### src/rtl/assert_macros.svh
// assertion helpers shared by the rtl
`ifndef ASSERT_MACROS_SVH
`define ASSERT_MACROS_SVH

// condition must hold on every clock edge out of reset
`define ASSERT_ALWAYS(lbl, clk, rstn, cond) \
  lbl: assert property (@(posedge clk) disable iff (!(rstn)) (cond)) \
    else $error("assertion failed: always");

// when the antecedent holds, the consequent must hold on the same edge
`define ASSERT_IMPLIES(lbl, clk, rstn, ante, cons) \
  lbl: assert property (@(posedge clk) disable iff (!(rstn)) (ante) |-> (cons)) \
    else $error("assertion failed: implication");

`endif

### src/rtl/swlpd_pkg.sv
package swlpd_pkg;

  localparam logic [31:0] SyncWord  = 32'h0000_01A5;
  localparam logic [3:0]  HeaderSkip = 4'd9;

  typedef enum logic [2:0] {
    PH_HUNT  = 3'd0,
    PH_SKIP1 = 3'd1,
    PH_LENLO = 3'd2,
    PH_LENHI = 3'd3,
    PH_SKIP9 = 3'd4,
    PH_DATA  = 3'd5
  } phase_t;

  typedef enum logic [1:0] {
    KIND_DATA  = 2'd0,
    KIND_EMPTY = 2'd1,
    KIND_ERROR = 2'd2
  } kind_t;

  typedef struct packed {
    logic [15:0] packet_length;
    logic [7:0]  out_byte;
    kind_t       kind;
    logic        last_of_packet;
  } result_t;

endpackage

### src/rtl/sync_word_length_prefixed_deframer.sv
// channel | dir | fields (tdata / tuser / tlast)
// in_     | in  | tdata[7:0] in_byte ; tlast end_of_stream
// out_    | out | tdata[7:0] out_byte, tdata[23:8] packet_length ;
//         |     | tuser[1:0] kind ; tlast last_of_packet
//
// one byte per clock while in_tready is high: each request is decoded
// in the cycle it is taken and the result lands on the same edge in the
// output register, or in the skid if the output is held; the two-entry
// output keeps in_tready up while one result waits, down when both full
// reset (rst_n low, synchronous) returns to the sync hunt, outputs empty
`include "assert_macros.svh"

module sync_word_length_prefixed_deframer (
  input  logic        clk,
  input  logic        rst_n,
  input  logic        in_tvalid,
  output logic        in_tready,
  input  logic [7:0]  in_tdata,   // [7:0] in_byte
  input  logic        in_tlast,   // end_of_stream
  output logic        out_tvalid,
  input  logic        out_tready,
  output logic [23:0] out_tdata,  // [7:0] out_byte, [23:8] packet_length
  output logic [1:0]  out_tuser,  // [1:0] kind
  output logic        out_tlast   // last_of_packet
);
  import swlpd_pkg::*;

  phase_t      phase_r, phase_nxt;
  logic [31:0] sync_shift_r, sync_shift_nxt;
  logic [3:0]  skip_count_r, skip_count_nxt;
  logic [15:0] length_hold_r, length_hold_nxt;
  logic [15:0] bytes_left_r, bytes_left_nxt;

  logic        out_vld_r, out_vld_nxt;
  result_t     out_r, out_nxt;
  logic        skid_vld_r, skid_vld_nxt;
  result_t     skid_r, skid_nxt;

  logic        in_fire;
  logic        res_vld;
  result_t     res;
  logic [3:0]  skip_inc;

  assign in_tready = ~skid_vld_r;
  assign in_fire   = in_tvalid & in_tready;
  assign skip_inc  = skip_count_r + 4'd1;

  always_comb begin
    phase_nxt       = phase_r;
    sync_shift_nxt  = sync_shift_r;
    skip_count_nxt  = skip_count_r;
    length_hold_nxt = length_hold_r;
    bytes_left_nxt  = bytes_left_r;
    res_vld         = 1'b0;
    res             = '0;
    if (in_fire) begin
      if (in_tlast) begin
        phase_nxt          = PH_HUNT;
        sync_shift_nxt     = '1;
        skip_count_nxt     = '0;
        length_hold_nxt    = '0;
        bytes_left_nxt     = '0;
        res_vld            = 1'b1;
        res.kind           = KIND_ERROR;
        res.last_of_packet = 1'b1;
      end else begin
        case (phase_r)
          PH_SKIP1: begin
            phase_nxt = PH_LENLO;
          end
          PH_LENLO: begin
            length_hold_nxt = {8'h00, in_tdata};
            phase_nxt       = PH_LENHI;
          end
          PH_LENHI: begin
            length_hold_nxt = {in_tdata, length_hold_r[7:0]};
            skip_count_nxt  = '0;
            phase_nxt       = PH_SKIP9;
          end
          PH_SKIP9: begin
            if (skip_inc < HeaderSkip) begin
              skip_count_nxt = skip_inc;
            end else begin
              skip_count_nxt = '0;
              if (length_hold_r == 16'd0) begin
                phase_nxt          = PH_HUNT;
                sync_shift_nxt     = '1;
                length_hold_nxt    = '0;
                bytes_left_nxt     = '0;
                res_vld            = 1'b1;
                res.kind           = KIND_EMPTY;
                res.last_of_packet = 1'b1;
              end else begin
                bytes_left_nxt = length_hold_r;
                phase_nxt      = PH_DATA;
              end
            end
          end
          PH_DATA: begin
            res_vld           = 1'b1;
            res.kind          = KIND_DATA;
            res.out_byte      = in_tdata;
            res.packet_length = length_hold_r;
            if (bytes_left_r <= 16'd1) begin
              res.last_of_packet = 1'b1;
              phase_nxt          = PH_HUNT;
              sync_shift_nxt     = '1;
              skip_count_nxt     = '0;
              length_hold_nxt    = '0;
              bytes_left_nxt     = '0;
            end else begin
              bytes_left_nxt = bytes_left_r - 16'd1;
            end
          end
          default: begin
            // hunting, also catches unused codes
            sync_shift_nxt = {sync_shift_r[23:0], in_tdata};
            phase_nxt      = (sync_shift_nxt == SyncWord) ? PH_SKIP1 : PH_HUNT;
          end
        endcase
      end
    end
  end

  // output register with skid entry behind it
  always_comb begin
    out_vld_nxt  = out_vld_r;
    out_nxt      = out_r;
    skid_vld_nxt = skid_vld_r;
    skid_nxt     = skid_r;
    if (!out_vld_r || out_tready) begin
      if (skid_vld_r) begin
        out_vld_nxt  = 1'b1;
        out_nxt      = skid_r;
        skid_vld_nxt = 1'b0;
      end else begin
        out_vld_nxt = res_vld;
        out_nxt     = res;
      end
    end else if (res_vld) begin
      skid_vld_nxt = 1'b1;
      skid_nxt     = res;
    end
  end

  always_ff @(posedge clk) begin
    if (!rst_n) begin
      phase_r       <= PH_HUNT;
      sync_shift_r  <= '1;
      skip_count_r  <= '0;
      length_hold_r <= '0;
      bytes_left_r  <= '0;
      out_vld_r     <= 1'b0;
      skid_vld_r    <= 1'b0;
    end else begin
      phase_r       <= phase_nxt;
      sync_shift_r  <= sync_shift_nxt;
      skip_count_r  <= skip_count_nxt;
      length_hold_r <= length_hold_nxt;
      bytes_left_r  <= bytes_left_nxt;
      out_vld_r     <= out_vld_nxt;
      skid_vld_r    <= skid_vld_nxt;
    end
  end

  always_ff @(posedge clk) begin
    out_r  <= out_nxt;
    skid_r <= skid_nxt;
  end

  assign out_tvalid = out_vld_r;
  assign out_tdata  = {out_r.packet_length, out_r.out_byte};
  assign out_tuser  = out_r.kind;
  assign out_tlast  = out_r.last_of_packet;

  // skid only fills behind a held output
  `ASSERT_IMPLIES(a_skid_behind_out, clk, rst_n, skid_vld_r, out_vld_r)
  // payload counter is live only while passing payload
  `ASSERT_IMPLIES(a_count_idle, clk, rst_n, phase_r != PH_DATA, bytes_left_r == 16'd0)
  `ASSERT_IMPLIES(a_count_range, clk, rst_n, phase_r == PH_DATA,
    (bytes_left_r != 16'd0) && (bytes_left_r <= length_hold_r))
  `ASSERT_ALWAYS(a_skip_range, clk, rst_n, skip_count_r < HeaderSkip)

endmodule
### config.mk
export PLATFORM = sky130hd
export DESIGN_NAME = sync_word_length_prefixed_deframer
export DESIGN_NICKNAME = d
export VERILOG_FILES = /design/src/rtl/swlpd_pkg.sv /design/src/rtl/sync_word_length_prefixed_deframer.sv
export VERILOG_INCLUDE_DIRS = /design/src /design/src/rtl
export SDC_FILE = /design/constraint.sdc
export NUM_CORES = 1
export LEC_CHECK = 0
export ABC_CLOCK_PERIOD_IN_PS = 6900
export BUFFER_PORTS_ARGS = -buffer_cell sky130_fd_sc_hd__buf_2
export CAP_MARGIN = 25
export CORE_ASPECT_RATIO = 0.5
export CORE_MARGIN = 8
export CORE_UTILIZATION = 25
export CTS_BUF_LIST = sky130_fd_sc_hd__clkbuf_4 sky130_fd_sc_hd__clkbuf_8 sky130_fd_sc_hd__clkbuf_16
export DETAILED_ROUTE_END_ITERATION = 6
export PLACE_DENSITY_LB_ADDON = 0.3
export SLEW_MARGIN = 15
export SYNTH_ARGS = -nofsm -noshare
export SYNTH_HDL_FRONTEND = slang
export SYNTH_SLANG_ARGS = --single-unit
export TNS_END_PERCENT = 30
### constraint.sdc
create_clock -name clk -period 6.9 [get_ports clk]
set_clock_uncertainty 0.2 [all_clocks]
set_input_delay 2.07 -clock clk [delete_from_list [all_inputs] [get_ports clk]]
set_output_delay 2.07 -clock clk [all_outputs]
set_load 0.02 [all_outputs]
Word-level counts from Yosys, hierarchy flattened. Cells that the tools add are included.

Register bits: 119. Bits in latches: 0. RAM bits: 0. Memory bits (read-only): 0. Bits of input ports: 13. Output and inout bits: 29. Memories: 0.

Add/subtract/negate cells: 2. Multiply operators: 0. Div/mod/pow operators: 0. $lt $le $gt $ge: 2. Equal/unequal tests: 11. Shift operators: 0. Muxes and demuxes: 38. Bitwise gates (word level): 4. Reduce and logical (&&, ||, !) cells: 16.

Operator list (count): $mux W24 (6); $mux W16 (6); $pmux W24 S3 (1); $pmux W16 S4 (1); $mux W27 (2); $eq A32 B9 Y1 const B (1); $pmux W16 S2 (1); $le A16 B1 Y1 const B (1); $logic_not A16 Y1 (1); $sub A16 B1 Y16 const B (1); $mux W3 (5); $pmux W3 S5 (1); $mux W4 (3); $pmux W4 S3 (1); $reduce_and A5 Y1 (2); $ne A3 B3 Y1 const B (3); $reduce_and A3 Y1 (3); $reduce_bool A4 Y1 (2); $mux W1 (7); $eq A3 B2 Y1 const B (2); $eq A3 B3 Y1 const B (2); $pmux W3 S2 (1); $reduce_bool A5 Y1 (1); $add A4 B1 Y4 const B (1); other kinds (15) (18).

Longest topological paths before layout. Gate-level depths: netlist (run 1).

Depth in word-level cells: 7. Depth in mapped cells: 9. Mapped depth without buffers: 8.

Worst setup path after synthesis (run 1). No wires, ideal clock.

Path kind: input to register. From: input port out_tready. To: register skid_r[0] (netlist bit) (enable). Library setup time: 0.453 ns. Arrival time: 4.979 ns. Data required time: 6.247 ns. Path slack: 1.268 ns. Stages on the path: 2. Cells stage by stage: nand2b_1 a211oi_1.

Word-level cells in the longest chain between the ends: 3.

RTL lines: start, declared (RTL line sync_word_length_prefixed_deframer.sv:21) `input logic out_tready,`; $logic_or A1 B1 Y1 (RTL line sync_word_length_prefixed_deframer.sv:131) `if (!out_vld_r || out_tready) begin`; $not A1 Y1 (no line); $reduce_and A2 Y1 (no line); end signal, assigned (RTL line sync_word_length_prefixed_deframer.sv:168) `skid_r <= skid_nxt;`; end, declared (RTL line sync_word_length_prefixed_deframer.sv:37) `result_t skid_r, skid_nxt;`.

No other way between the ends. A chain may end at the register's enable or synchronous reset.

==> results of run 1 <==
-- stage by stage --
step	setup WS [ns]	power (mW)	std cells	hold slack, ns
final	2.90	1.74	878	0.255
after global routing	2.69	1.80	878	0.275
after CTS	2.70	1.76	877	0.256
after detailed placement	2.51	0.851	845	0.248
after global placement	2.46	0.850	844	0.250
after floorplan	1.27	0.822	533	0.235
-- cell families (layout without fill, tap and decap cells) --
| family | count (synthesis) | in the layout |
|---|---|---|
| simple gates | 181 | 181 |
| compound gates | 148 | 148 |
| xor+xnor | 4 | 4 |
| fa+ha+maj | 4 | 4 |
| flops | 119 | 119 |
| mux | 11 | 11 |
| buf+inv | 66 | 111 |
-- routing by layer --
| metal | GRT usage [%] | part of all wire, % | vias up |
|---|---|---|---|
| li1 | - | - | 2056 |
| met2 | 15.8 | 45 | 90 |
| met4 | 4.18 | 2.0 | 0 |
| met3 | 3.17 | 5.1 | 24 |
| met5 | 0 | 0 | - |
| met1 | 13.6 | 48 | 2070 |
-- worst min-delay path, delay by kind of cell, from the launching register on --
family	cells	cell delay (ns)
AO/OA/AOI/OAI	1	0.05
flip-flops	1	0.31
AND/OR/NAND/NOR	1	0.05
-- power breakdown --
group	total [mW]	switching, mW	internal (mW)	leakage, nW
clock network	0.901	0.333	0.568	0.282
logic	0.0875	0.0635	0.0239	1.36
registers	0.749	0.00570	0.744	1.15
total	1.74	0.402	1.34	2.80
-- final cells by class --
type / count / area [um2]
clock buffers: 17 / 425
clock inverters: 15 / 178
fillers: 2232 / 14900
inverters: 32 / 120
multi-input cells: 348 / 2230
flip-flops and latches: 119 / 2920
well taps: 300 / 375
repair buffers: 47 / 255
-- state kept, by name, summed over array words and instances (netlist names) --
| register | cells |
|---|---|
| skip_count_r | 4 |
| length_hold_r | 16 |
| out_tvalid | 1 |
| out_tlast | 1 |
| phase_r | 3 |
| skid_r | 27 |
| skid_vld_r | 1 |
| sync_shift_r | 24 |
| out_tdata | 24 |
| bytes_left_r | 16 |
| out_tuser | 2 |
-- cell usage after synthesis, types with 2 or more instances --
library cell,count,area [um2]
buf_2,4,20.0
o41ai_1,3,26.3
o31a_1,3,26.3
o211ai_1,2,15.0
ha_1,4,50.1
a32o_1,10,100
a211oi_1,2,15.0
o21bai_1,2,15.0
edfxtp_1,54,1620
nor4_1,13,81.3
nor3b_1,2,15.0
nand3_1,10,50.1
xnor2_1,3,26.3
dfxtp_1,65,1300
nand2b_1,5,31.3
a22o_1,17,149
clkbuf_1,26,97.6
and4_1,2,17.5
nand4_1,3,18.8
mux2i_1,11,110
inv_1,32,120
and2_1,27,169
nor2b_1,6,37.5
a31oi_1,27,169
o22ai_1,5,31.3
and3b_1,2,17.5
o21ai_0,19,95.1
nand2_1,35,131
a21o_1,27,203
and3_1,2,12.5
nor3_1,38,190
a21oi_1,20,100
a22oi_1,3,22.5
nor2_1,24,90.1
buf_6,3,33.8
-- final timing paths --
path	to	depth (start not counted)	slack [ns]	startpoint
setup reg to reg	skid_r[21]	6	3.50	skip_count_r[0]
hold reg to reg	bytes_left_r[15]	2	0.26	bytes_left_r[15]
hold / removal	bytes_left_r[15]	2	0.26	bytes_left_r[15]
setup / recovery	sync_shift_r[11]	6	2.90	rst_n
==> impl_metrics.toml, run 1 <==
[cells_and_area]
postLayoutCoreUtil_pct = 30.3
fin_area_um2 = 6510
nets = 582
insertedDiodeCount = 0
layout_commonest_cell = "dfxtp_1"
mostFrequentLayoutCells = "dfxtp_1, edfxtp_1, buf_2"
syn_to_final_growth_pct = 20.2
layout-drive-gt1-share_pct = 15.4

[setup_path]
crit_path_cell_trace = "buf_2 -> inv_1 -> nor2_1 -> nand2_1 -> nor3_1 -> a31oi_1"
slowest_stage = "nand2_1"
critical_path.top_delay_family = "simple AND/OR/NAND/NOR gates"
max_stage_delay_ns = 0.67
worstSetupEndpointType = "flip-flop"
crit_type = "in -> reg"
path_max_fanout = 24
cp_num_buf_inv = 2
critPathArrivalTime_ns = 4.07
worstPathRequired_ns = 6.97
startpoint_type = "primary input"

[die]
dieArea_um2 = 26900
initial_utilization_pct = 25.2
rows = 38
dieHeight_um = 120
die_w_um = 224
io_pins = 42
core_um2 = 21400

[clocking]
post_cts_buffers = 0
cts_sinks = 119
clk_pin_slew_worst_paths_ns = 0.06
cts_root_buf = "clkbuf_16"
cts_tree = "built"
cts_made_buffers = 17
h-tree-depth = 4
post_cts_resized = 0
clk_path_buf_depth = 2
clk_latency_ns = 0.42
hold_buffers = 0

[synthesis]
synth_adder_area_share_pct = 0.925
synthMuxAreaShare_pct = 2.03
synth_top_family_by_area = "compound AO/OA/AOI/OAI gates"
synthFlopType = "dfxtp_1"
ys_types = 57
synth_edf_count = 54
synth.avg_cell_area_um2 = 10.2
synth_xor_area_share_pct = 0.647
async_flop_share_pct = 0
syn-num-nets = 550
synth_warnings = 0
ys_seq_area_share_pct = 54.0
syn_area_um2 = 5410
synthCells = 533
synth-seq-cells = 119
synth_compound_area_share_pct = 19.1
synthSimpleGateAreaFrac_pct = 18.2

[placement]
port-buffer-count = 41
routabilityCongestion = 0.846
dp.final_hpwl_um = 9290
place_area_um2 = 5890

[sta]
setup_tns_ns = 0
slew_headroom_pct = 28.4
grt_setup_unrepaired = "no"
fmaxAchievable_ghz = 0.250
tightest_slew_ns = 1.07
setup-violations-final = 0
period_needed_ns = 4.00
min_period_over_period_pct = 58.0
final-hold-violation-count = 0
slew_viol_final = 0

[routing]
wl_um = 13800
wl_per_cell_um = 15.7
dr.pass1.iters = 5
drc = 0
via_count = 4240
drt_iter0_drc = 308
ant_nets = 0
viasPerCell = 4.83

[global_route]
overflow = 0
grt_pass1_vias = 4087
grt_pass1_wl_um = 22300
grt.total_usage_pct = 10.3
antenna_found_initial = 0
grt_max_degree = 53

[pwr]
p_leak_nw = 2.80
peakVddDrop_mv = 0.147
powerDensity_nw_per_um2 = 267

[status]
status = "finished, final reports clean"

[min_path]
hold_path.class = "reg -> reg"

[run]
timing.max_cap.violations = 0
(Power assumes the default switching activity.)
==> run 2, diff against run 1 <==
- ABC_CLOCK_PERIOD_IN_PS: 6900 -> 3300
- clock period: 6.9 -> 3.3 ns (I/O delays scaled with it)
==> impl_metrics.toml, run 2 (same netlist as run 1, synthesis figures left out) <==
[clocking]
cts_root_buf = "clkbuf_16"
clk_pin_slew_worst_paths_ns = 0.05
post_cts_buffers = 0
cts_made_buffers = 17
clk_latency_ns = 0.41
hold_buffers = 0
cts_tree = "built"
clk_path_buf_depth = 2
h-tree-depth = 4
cts_sinks = 119
post_cts_resized = 0

[die]
initial_utilization_pct = 25.2
die_w_um = 224
dieHeight_um = 120
rows = 38
core_um2 = 21400
dieArea_um2 = 26900
io_pins = 42

[pwr]
p_int_mw = 2.82
p_leak_nw = 2.88
switchingPower_mw = 0.780
powerDensity_nw_per_um2 = 546
power_mw = 3.60
p_clk_share_pct = 51.2
peakVddDrop_mv = 0.295
p_sw_share_pct = 21.7
seqPwrFrac_pct = 43.5
p_comb_share_pct = 5.3

[setup_path]
critical_path.top_delay_family = "simple AND/OR/NAND/NOR gates"
crit_path_cell_trace = "ha_1 -> xor2_1 -> o211ai_1 -> or4b_2 -> a211oi_4 -> buf_12"
cp_num_buf_inv = 1
worstPathRequired_ns = 3.21
r2r-start = "skip_count_r[0]"
startpoint_type = "flip-flop"
reg2regPathDepth = 6
path_max_fanout = 27
r2r-end = "skid_r[14]"
critPathArrivalTime_ns = 2.75
crit_type = "reg -> reg"
worstSetupEndpointType = "flip-flop"
crit_start = "skip_count_r[0]"
slowest_stage = "or4b_2"
rrSetupSlack_ns = 0.46
max_stage_delay_ns = 0.74

[global_route]
grt.total_usage_pct = 10.3
grt_max_degree = 53
grt_pass1_wl_um = 22300
overflow = 0
antenna_found_initial = 0
grt_pass1_vias = 4121

[placement]
dp.final_hpwl_um = 9140
place_inst = 859
port-buffer-count = 41
place_area_um2 = 6000
routabilityCongestion = 0.827

[routing]
drc = 0
wl_um = 13800
via_count = 4189
viasPerCell = 4.70
ant_nets = 0
drt_iter0_drc = 451
wl_per_cell_um = 15.5
dr.pass1.iters = 5

[cells_and_area]
mostFrequentLayoutCells = "dfxtp_1, edfxtp_1, buf_2"
layout-drive-gt1-share_pct = 16.6
insertedDiodeCount = 0
layout_commonest_cell = "dfxtp_1"
largest_reg_flops = 27
postLayoutCoreUtil_pct = 30.7
syn_to_final_growth_pct = 21.8
layoutNonFillerInstCount = 891
fin_area_um2 = 6590
nets = 595
top_register = "skid_r"

[min_path]
hold_start = "sync_shift_r[22]"
whs_endpoint = "sync_shift_r[22]"
whs_path_depth = 2
hold_path.class = "reg -> reg"

[sta]
min_period_over_period_pct = 86.1
setup-violations-final = 0
final-hold-violation-count = 0
setup_tns_ns = 0
period_needed_ns = 2.84
grt_setup_unrepaired = "no"
slew_headroom_pct = 45.9
slew_viol_final = 0
tightest_slew_ns = 0.810
fmaxAchievable_ghz = 0.352

[status]
status = "finished, final reports clean"

[run]
timing.max_cap.violations = 0
## run 2: cell count changes in the layout (fill, tap and decap cells not counted)
cell / previous run / this run
buf_4: 4 / 18
inv_6: 2 / 0
a21oi_2: 1 / 0
clkinvlp_4: 5 / 1
buf_2: 42 / 41
a21oi_1: 19 / 20
clkbuf_4: 0 / 4
clkinv_1: 0 / 3
clkinv_4: 2 / 1
buf_8: 1 / 0
buf_12: 0 / 1
## run 2: through the flow
| stage | worst slack (ns) | hold slack (ns) |
|---|---|---|
| finish | 0.458 | 0.262 |
| global placement | 0.372 | 0.242 |
| CTS | 0.468 | 0.262 |
| global route | 0.272 | 0.289 |
| floorplan | 0.0553 | 0.235 |
| detailed placement | 0.336 | 0.255 |
## run 2: routing by layer
layer | global-route usage (%) | vias to the layer above | wire (um)
met2 | 15.9 | 88 | 6120
met1 | 13.4 | 2010 | 6800
met4 | 4.22 | 0 | 235
met5 | 0 | - | 0
li1 | - | 2072 | -
met3 | 3.17 | 19 | 641
## run 2: power by group through the flow
stage	logic (mW)	registers (mW)	clock network (mW)
after floorplan	0.107	1.61	0
after global placement	0.189	1.60	0
after detailed placement	0.190	1.60	0
after CTS	0.191	1.57	1.87
after global routing	0.207	1.57	1.94
final	0.190	1.57	1.84
## run 2: worst max path at each step
stage	endpoint	slack, ns	depth (start not counted)
4_1_cts	sync_shift_r[7]	0.47	6
6_report	skid_r[14]	0.46	6
2_1_floorplan	skid_r[0]	0.06	2
3_5_place_dp	sync_shift_r[19]	0.34	6
3_3_place_gp	sync_shift_r[20]	0.37	6
5_1_grt	length_hold_r[6]	0.27	7
## run 2: worst reg2reg max path: stages (launching register included)
cell,delay [ns]
dfxtp_1,0.44
ha_1,0.24
xor2_1,0.20
o211ai_1,0.20
or4b_2,0.74
a211oi_4,0.28
buf_12,0.24
## run 2: cell type report
cell class                      count  area (um2)
Multi-Input combinational cell    348        2230
Tap cell                          300         375
Clock inverter                     11         133
Inverter                           32         120
Clock buffer                       21         455
Timing Repair Buffer               60         360
Fill cell                        2228       14900
Sequential cell                   119        2920
